### src/hdl/wle_pkg.sv
// Shared types and constants for the watermark LRU evictor.
`default_nettype none
package wle_pkg;

  localparam int MEM_W       = 48;
  localparam int CNT_W       = 16;
  localparam int BYTES_W     = 40;
  localparam int FILES_W     = 10;
  localparam int SLOT_PORT_W = 5;
  localparam int MAX_RESULTS = 32;
  localparam int PICK_W      = $clog2(MAX_RESULTS + 1);

  localparam logic [MEM_W-1:0] MEM_HIGH_RST   = 48'd2147483648;
  localparam logic [MEM_W-1:0] MEM_LOW_RST    = 48'd2013265920;
  localparam logic [CNT_W-1:0] FILES_HIGH_RST = 16'd768;
  localparam logic [CNT_W-1:0] FILES_LOW_RST  = 16'd700;

  typedef enum logic [1:0] {
    KIND_REG    = 2'd0,
    KIND_UNREG  = 2'd1,
    KIND_LOAD   = 2'd2,
    KIND_UNLOAD = 2'd3
  } kind_t;

  typedef enum logic [1:0] {
    CFG_MEM_HIGH   = 2'd0,
    CFG_MEM_LOW    = 2'd1,
    CFG_FILES_HIGH = 2'd2,
    CFG_FILES_LOW  = 2'd3
  } cfg_index_t;

  typedef enum logic [2:0] {
    CMD_NONE   = 3'd0,
    CMD_REG    = 3'd1,
    CMD_UNREG  = 3'd2,
    CMD_LOAD   = 3'd3,
    CMD_UNLOAD = 3'd4,
    CMD_PICK   = 3'd5,
    CMD_CLEAR  = 3'd6
  } cell_op_t;

  typedef struct packed {
    cell_op_t             op;
    logic [BYTES_W-1:0]   bytes;
    logic [FILES_W-1:0]   files;
  } cell_cmd_t;

endpackage
`default_nettype wire

### src/hdl/wle_cell.sv
// One table slot plus one registered stage of the oldest-entry search chain.
`default_nettype none
module wle_cell #(
  parameter int SW         = 5,
  parameter int STAMP_BITS = 32,
  parameter int IDX        = 0
) (
  input  wire logic                         clk,
  input  wire logic                         rst,
  input  wire wle_pkg::cell_cmd_t           cmd,
  input  wire logic                         sel,
  input  wire logic [STAMP_BITS-1:0]        stamp_in,
  input  wire logic [STAMP_BITS-1:0]        use_counter,
  output logic                              used,
  output logic                              loaded,
  output logic                              pending,
  output logic [wle_pkg::BYTES_W-1:0]       bytes,
  output logic [wle_pkg::FILES_W-1:0]       files,
  input  wire logic                         in_act,
  input  wire logic                         in_found,
  input  wire logic [STAMP_BITS-1:0]        in_age,
  input  wire logic [SW-1:0]                in_slot,
  input  wire logic [wle_pkg::BYTES_W-1:0]  in_bytes,
  input  wire logic [wle_pkg::FILES_W-1:0]  in_files,
  output logic                              out_act,
  output logic                              out_found,
  output logic [STAMP_BITS-1:0]             out_age,
  output logic [SW-1:0]                     out_slot,
  output logic [wle_pkg::BYTES_W-1:0]       out_bytes,
  output logic [wle_pkg::FILES_W-1:0]       out_files
);
  import wle_pkg::*;

  logic                  taken;
  logic [STAMP_BITS-1:0] stamp;
  logic [STAMP_BITS-1:0] age;
  logic                  take;

  assign take = used && loaded && !taken && (!in_found || (age > in_age));

  always_ff @(posedge clk) begin
    if (rst) begin
      used    <= 1'b0;
      loaded  <= 1'b0;
      pending <= 1'b0;
      taken   <= 1'b0;
      out_act <= 1'b0;
    end else begin
      out_act <= in_act;
      if (cmd.op == CMD_CLEAR) begin
        taken <= 1'b0;
      end
      if (sel) begin
        unique case (cmd.op)
          CMD_REG: begin
            used    <= 1'b1;
            loaded  <= 1'b0;
            pending <= 1'b0;
          end
          CMD_UNREG: begin
            used    <= 1'b0;
            loaded  <= 1'b0;
            pending <= 1'b0;
          end
          CMD_LOAD: begin
            loaded <= 1'b1;
          end
          CMD_UNLOAD: begin
            loaded  <= 1'b0;
            pending <= 1'b0;
          end
          CMD_PICK: begin
            taken   <= 1'b1;
            pending <= 1'b1;
          end
          default: begin
          end
        endcase
      end
    end
  end

  always_ff @(posedge clk) begin
    age <= use_counter - stamp;
    if (sel && cmd.op == CMD_REG) begin
      bytes <= cmd.bytes;
      files <= cmd.files;
      stamp <= '0;
    end else if (sel && cmd.op == CMD_LOAD) begin
      stamp <= stamp_in;
    end
    if (take) begin
      out_found <= 1'b1;
      out_age   <= age;
      out_slot  <= SW'(IDX);
      out_bytes <= bytes;
      out_files <= files;
    end else begin
      out_found <= in_found;
      out_age   <= in_age;
      out_slot  <= in_slot;
      out_bytes <= in_bytes;
      out_files <= in_files;
    end
  end

endmodule
`default_nettype wire
### config.mk
export PLATFORM = sky130hd
export DESIGN_NAME = wle_cell
export DESIGN_NICKNAME = d
export VERILOG_FILES = /design/src/hdl/wle_pkg.sv /design/src/hdl/wle_cell.sv
export SDC_FILE = /design/constraint.sdc
export NUM_CORES = 1
export LEC_CHECK = 0
export ABC_CLOCK_PERIOD_IN_PS = 4800
export BUFFER_PORTS_ARGS = -buffer_cell sky130_fd_sc_hd__buf_2
export CAP_MARGIN = 20
export CELL_PAD_IN_SITES_DETAIL_PLACEMENT = 0
export CELL_PAD_IN_SITES_GLOBAL_PLACEMENT = 1
export CORE_MARGIN = 2
export CORE_UTILIZATION = 37
export CTS_CLUSTER_DIAMETER = 30
export DETAILED_ROUTE_END_ITERATION = 12
export PLACE_DENSITY_LB_ADDON = 0.2
export SLEW_MARGIN = 30
export SYNTH_ARGS = -nofsm -noshare
export SYNTH_HDL_FRONTEND = slang
export SYNTH_SLANG_ARGS = --single-unit
### constraint.sdc
create_clock -name clk -period 4.8 [get_ports clk]
set_input_delay 0.96 -clock clk [delete_from_list [all_inputs] [get_ports clk]]
set_output_delay 0.96 -clock clk [all_outputs]
set_load 0.02 [all_outputs]
==> impl_metrics.toml, run 1 <==
[floorplan]
die_w_um = 159
rows = 56
num_io_pins = 351
start_util_pct = 37.8
core_area_um2 = 23600
die_h_um = 159
die_area_um2 = 25400

[global_routing]
grt_max_degree = 66
first_global_vias = 7045
grt.total_usage_pct = 19.2
antenna_found_initial = 2
grt_pass1_wl_um = 38300
grt_remaining_overflow = 0

[critical_path]
cp-end-kind = "flop"
r2r-start = "age[17]"
timing.rr.end = "out_age[23]"
ff2ff_setup_slack_ns = 1.81
cp-start-kind = "input pin"
required_ns = 5.19
cp.arrival_ns = 3.67
criticalPathCategory = "in2reg"
worstRegToRegCells = 9
worst-path-max-fanout = 31

[clock_network]
clkTransAtPathRegs_ns = 0.04
cts_tree = "built"
post_cts_buffers = 0
clkLatencyLatePin_ns = 0.52
cts_root_buf = "clkbuf_16"
cts_max_path_buffers = 3
cts_sinks = 207
cts_inserted_buffers = 43
cts.hold.buffers_added = 0
cts_resized = 0
h-tree-depth = 2

[route]
drc = 0
finalWirelength_um = 25300
dr.pass1.iters = 4
ant_nets = 0
drtIter0Drc = 317
viasPerCell = 4.62
wl_per_cell_um = 16.3
vias = 7163

[yosys]
synth.avg_cell_area_um2 = 10.8
netlist_area_um2 = 8930
yosysMostFrequentCell = "dfxtp_1"
synth_top_area_share_pct = 35.2
synth-async-reset-ratio_pct = 0
yosys-top-cells-count = "dfxtp_1 (157), nand2_1 (93), mux2_2 (82)"
synth.area.top_cells = "dfxtp_1 (35%), edfxtp_1 (17%), mux2_2 (10%)"
yosysUniqueCellTypes = 61
ys_seq_elements = 207
synth_top_cell_by_area = "dfxtp_1"
synthFlopType = "dfxtp_1"
syn_nets = 1098
syn_inst = 825
ys_seq_area_share_pct = 52.0
yosys_warnings = 0
synth_edf_count = 50

[power]
p_leak_nw = 5.89
p_per_area_nw_per_um2 = 496
ir_drop_v = 0.000294

[sta]
grt_setup_unrepaired = "no"
setup_tns_ns = 0
fmax_mhz = 305
fin_crit_sh_pct = 68.2
setup_violations = 0
maxSlewViolCount = 0
relSlewSlack_pct = 51.7
skew_ns = 0.0178
hold_ws_ns = 0.447
fin_crit_ns = 3.27
worst_slew_pin_slew_ns = 0.724
finalHoldViolCount = 0

[cells_and_area]
synthToLayoutAreaGrowth_pct = 41.0
fin_nets = 1467
utilization_pct = 53.3
drive_above_1_share_pct = 42.7

[placement]
place_congestion = 0.847
portBuffers = 350
dp_hpwl_um = 20000

[worst_hold_path]
hold_depth = 2
whs_endpoint = "stamp[3]"
hp-class = "reg2reg"
hold_start = "stamp[3]"

[job]
cap_violations = 0

[outcome]
status = "finished, final reports clean"
==> critical path: stages <==
cell      delay [ns]
buf_2           0.10
inv_1           0.04
ha_1            0.29
a21o_1          0.19
a221o_1         0.31
nand2_1         0.07
nand4b_1        0.10
nor3_1          0.38
a21o_4          0.49
buf_4           0.34
mux2_2          0.37
==> per-layer routing <==
layer	GRT usage [%]	vias up	routed length, um
met5	0	-	12
met4	6.94	2	594
met3	4.95	42	1750
met2	34.4	268	12700
met1	22.1	3202	10200
li1	-	3649	-
==> cell families after synthesis <==
| kind of cell | share of synthesized area (%) |
|---|---|
| muxes | 10.5 |
| adders and majority gates | 9.05 |
| and+or+nand+nor | 9.54 |
| xor gates and xnor gates | 2.55 |
| AOI/OAI and AO/OA | 11.5 |
| buffers and inverters | 4.92 |
| DFF | 52.0 |
==> metrics by stage <==
step,power (W),setup WS (ns),std cells,instance area [um2]
final,0.00625,1.53,1549,12600
after global routing,0.00655,1.36,1548,12600
after CTS,0.00632,1.44,1548,12600
after detailed placement,0.00310,0.898,1468,11000
after global placement,0.00309,0.927,1468,11000
after floorplan,0.00276,0.508,825,8930
==> how the worst max path moves through the flow <==
| stage | startpoint | to | slack [ns] | cells after the start |
|---|---|---|---|---|
| after floorplan | cmd[50] | bytes[0] | 0.51 | 5 |
| after global placement | in_age[17] | out_age[29] | 0.93 | 11 |
| after detailed placement | in_age[17] | out_age[23] | 0.90 | 11 |
| after CTS | in_age[17] | out_age[23] | 1.44 | 11 |
| after global routing | in_age[17] | out_files[2] | 1.36 | 11 |
| final | in_age[17] | out_age[23] | 1.53 | 11 |
==> sequential cells by signal, indices dropped and copies added (netlist names) <==
name	cells
age	32
bytes	40
files	10
loaded	1
out_act	1
out_age	32
out_bytes	40
out_files	10
out_found	1
out_slot	5
pending	1
stamp	32
taken	1
used	1
==> cells in the final DEF (no fill, tap or decap), types with 4 or more instances in the layout <==
cell and n:
buf_2 350, dfxtp_1 157, nand2_1 93, mux2_2 82
inv_1 76, ha_1 63, edfxtp_1 50, clkbuf_16 46
o21ai_0 44, a21oi_1 40, nor2_1 25, a21o_1 23
xnor2_1 14, xor2_1 12, nand4_1 12, and2_1 10
a31oi_1 9, nor3_1 9, nand3_1 7, clkbuf_8 7
bufinv_16 7, nor2b_1 6, clkinv_2 6, clkinvlp_4 5
o21a_1 4, o31ai_1 4, o211ai_1 4
==> layout make-up <==
class | instances | area (um2)
antenna | 1 | 2.50
clock buffer | 55 | 1250
clock inverter | 25 | 350
fill | 2197 | 11000
inverter | 76 | 285
multi-input combinational | 512 | 3860
sequential | 207 | 4640
tap | 319 | 399
timing repair buffer | 354 | 1790
==> where the power goes <==
group | internal (W) | total (W) | switching (W)
combinational | 0.000431 | 0.000969 | 0.000538
sequential | 0.00199 | 0.00210 | 0.000108
clock | 0.00223 | 0.00318 | 0.000952
total | 0.00465 | 0.00625 | 0.00160
Power figures use the tool's default switching activity.
==> inputs of run 2 (changes only) <==
--- a/config.mk
+++ b/config.mk
@@ -5,7 +5,7 @@
 export SDC_FILE = /design/constraint.sdc
 export NUM_CORES = 1
 export LEC_CHECK = 0
-export ABC_CLOCK_PERIOD_IN_PS = 4800
+export ABC_CLOCK_PERIOD_IN_PS = 3100
 export BUFFER_PORTS_ARGS = -buffer_cell sky130_fd_sc_hd__buf_2
 export CAP_MARGIN = 20
 export CELL_PAD_IN_SITES_DETAIL_PLACEMENT = 0
==> constraint.sdc (replaced) <==
create_clock -name clk -period 3.1 [get_ports clk]
set_input_delay 0.62 -clock clk [delete_from_list [all_inputs] [get_ports clk]]
set_output_delay 0.62 -clock clk [all_outputs]
set_load 0.02 [all_outputs]
==> run 2 against run 1 <==
Compared with the run above: clock skew grew 0.016 ns; utilization grew 1.4 points; global-route usage grew 0.33 points; register-to-register slack lost 1.3 ns; total power grew 62%; final area grew 2.6%; hold slack lost 0.20 ns; first-iteration DRC count grew 25%; largest power group unchanged; combinational power grew 57%; routed wire length grew 0.56%; die area is the same; non-clock buffer count grew 16.
==> impl_metrics.toml, run 2 (synthesized netlist as in run 1, its figures left out) <==
[route]
drtIter0Drc = 396
ant_nets = 0
wl_per_cell_um = 16.2
drc = 0
dr.pass1.iters = 4
finalWirelength_um = 25500
viasPerCell = 4.63
vias = 7293

[sta]
fin_crit_ns = 2.62
relSlewSlack_pct = 52.4
skew_ns = 0.0337
finalHoldViolCount = 0
setup_tns_ns = 0
grt_setup_unrepaired = "no"
worst_slew_pin_slew_ns = 0.714
fin_crit_sh_pct = 84.6
setup_violations = 0
fmax_mhz = 381
maxSlewViolCount = 0

[cells_and_area]
reg_top3 = "bytes (40), out_bytes (40)"
design_area_um2 = 12900
fin_nets = 1489
nFillCells = 2156
drive_above_1_share_pct = 43.9
final_cell_mix = "buf_2 (350), dfxtp_1 (157), nand2_1 (93)"
synthToLayoutAreaGrowth_pct = 44.7
layout_commonest_cell = "buf_2"

[placement]
portBuffers = 350
dp_hpwl_um = 20100
place_congestion = 0.904
place_area_um2 = 11100

[job]
cap_violations = 0

[clock_network]
h-tree-depth = 2
clkTransAtPathRegs_ns = 0.05
clkLatencyLatePin_ns = 0.55
cts_tree = "built"
cts_sinks = 207
cts_root_buf = "clkbuf_16"
cts_max_path_buffers = 3
cts.hold.buffers_added = 0
post_cts_buffers = 0
cts_resized = 0
cts_inserted_buffers = 49

[floorplan]
die_w_um = 159
num_io_pins = 351
die_area_um2 = 25400
start_util_pct = 37.8
core_area_um2 = 23600
rows = 56
die_h_um = 159

[critical_path]
cp.arrival_ns = 3.04
required_ns = 3.52
cp-start-kind = "flop"
cp-end-kind = "flop"
worst-path-max-fanout = 4
criticalPathCategory = "reg2reg"
worstRegToRegCells = 10

[global_routing]
grt_remaining_overflow = 0
grt_max_degree = 66
grt_pass1_wl_um = 39300
grt.total_usage_pct = 19.5
antenna_found_initial = 7
first_global_vias = 7257

[power]
ir_drop_v = 0.000371
p_per_area_nw_per_um2 = 785
p_leak_nw = 6.06

[outcome]
status = "finished, final reports clean"

[worst_hold_path]
hp-class = "in2reg"
hold_depth = 1
==> run 2: cell types whose count changed in the layout (fill, tap and decap cells not counted), moves of 2 or more <==
cell	before	now
buf_12	1	4
clkinv_2	6	9
diode_2	1	3
buf_4	3	16
clkbuf_16	46	49
==> run 2: per-layer routing <==
metal	vias up	GRT usage [%]	part of all wire, %
li1	3692	-	-
met2	273	34.1	49
met4	6	7.73	2.7
met3	56	6.12	7.4
met5	-	0	0.16
met1	3266	22.3	40
==> run 2: cell type report <==
class                      count  area (um2)  share of cell area, %
multi-input combinational    512        3860                   29.9
timing repair buffer         370        1950                   15.1
tap                          319         399                   3.09
sequential                   207        4640                   36.0
clock buffer                  56        1310                   10.2
antenna                        3        7.51                 0.0581
clock inverter                33         458                   3.55
inverter                      76         285                   2.21
==> run 2: report_power, final <==
part	internal [W]	leakage (nW)	switching [W]	total, W
clock network	0.00372	0.863	0.00165	0.00537
registers	0.00308	1.77	0.000164	0.00324
logic	0.000688	3.42	0.000831	0.00152
total	0.00749	6.06	0.00265	0.0101
==> run 2: stage by stage <==
step                utilization (%)  worst slack, ns  total power, W  hold WS [ns]  instances
finish                         54.7            0.478          0.0101         0.249       1576
global route                   54.7            0.275          0.0106         0.225       1576
CTS                            54.7            0.411          0.0103         0.222       1573
detailed placement             47.2          -0.0203         0.00482         0.444       1484
global placement               47.2          -0.0124         0.00480         0.436       1484
floorplan                         -            0.360         0.00427         0.425        825
==> run 2: worst paths after layout <==
kind | end | start | slack [ns]
max reg2reg | age[29] | stamp[1] | 0.48
min | files[6] | cmd[6] | 0.25
max | age[29] | stamp[1] | 0.48
min reg2reg | stamp[16] | stamp[16] | 0.45
==> run 2: critical path, cell delays in order (launching register included) <==
cell and delay, ns:
dfxtp_1 0.40, inv_1 0.07, ha_1 0.26, nor2b_1 0.16, o2111ai_1 0.14, a211o_1 0.38
a21o_1 0.18, a2111oi_0 0.42, buf_4 0.19, nor3_1 0.05, a311oi_1 0.26
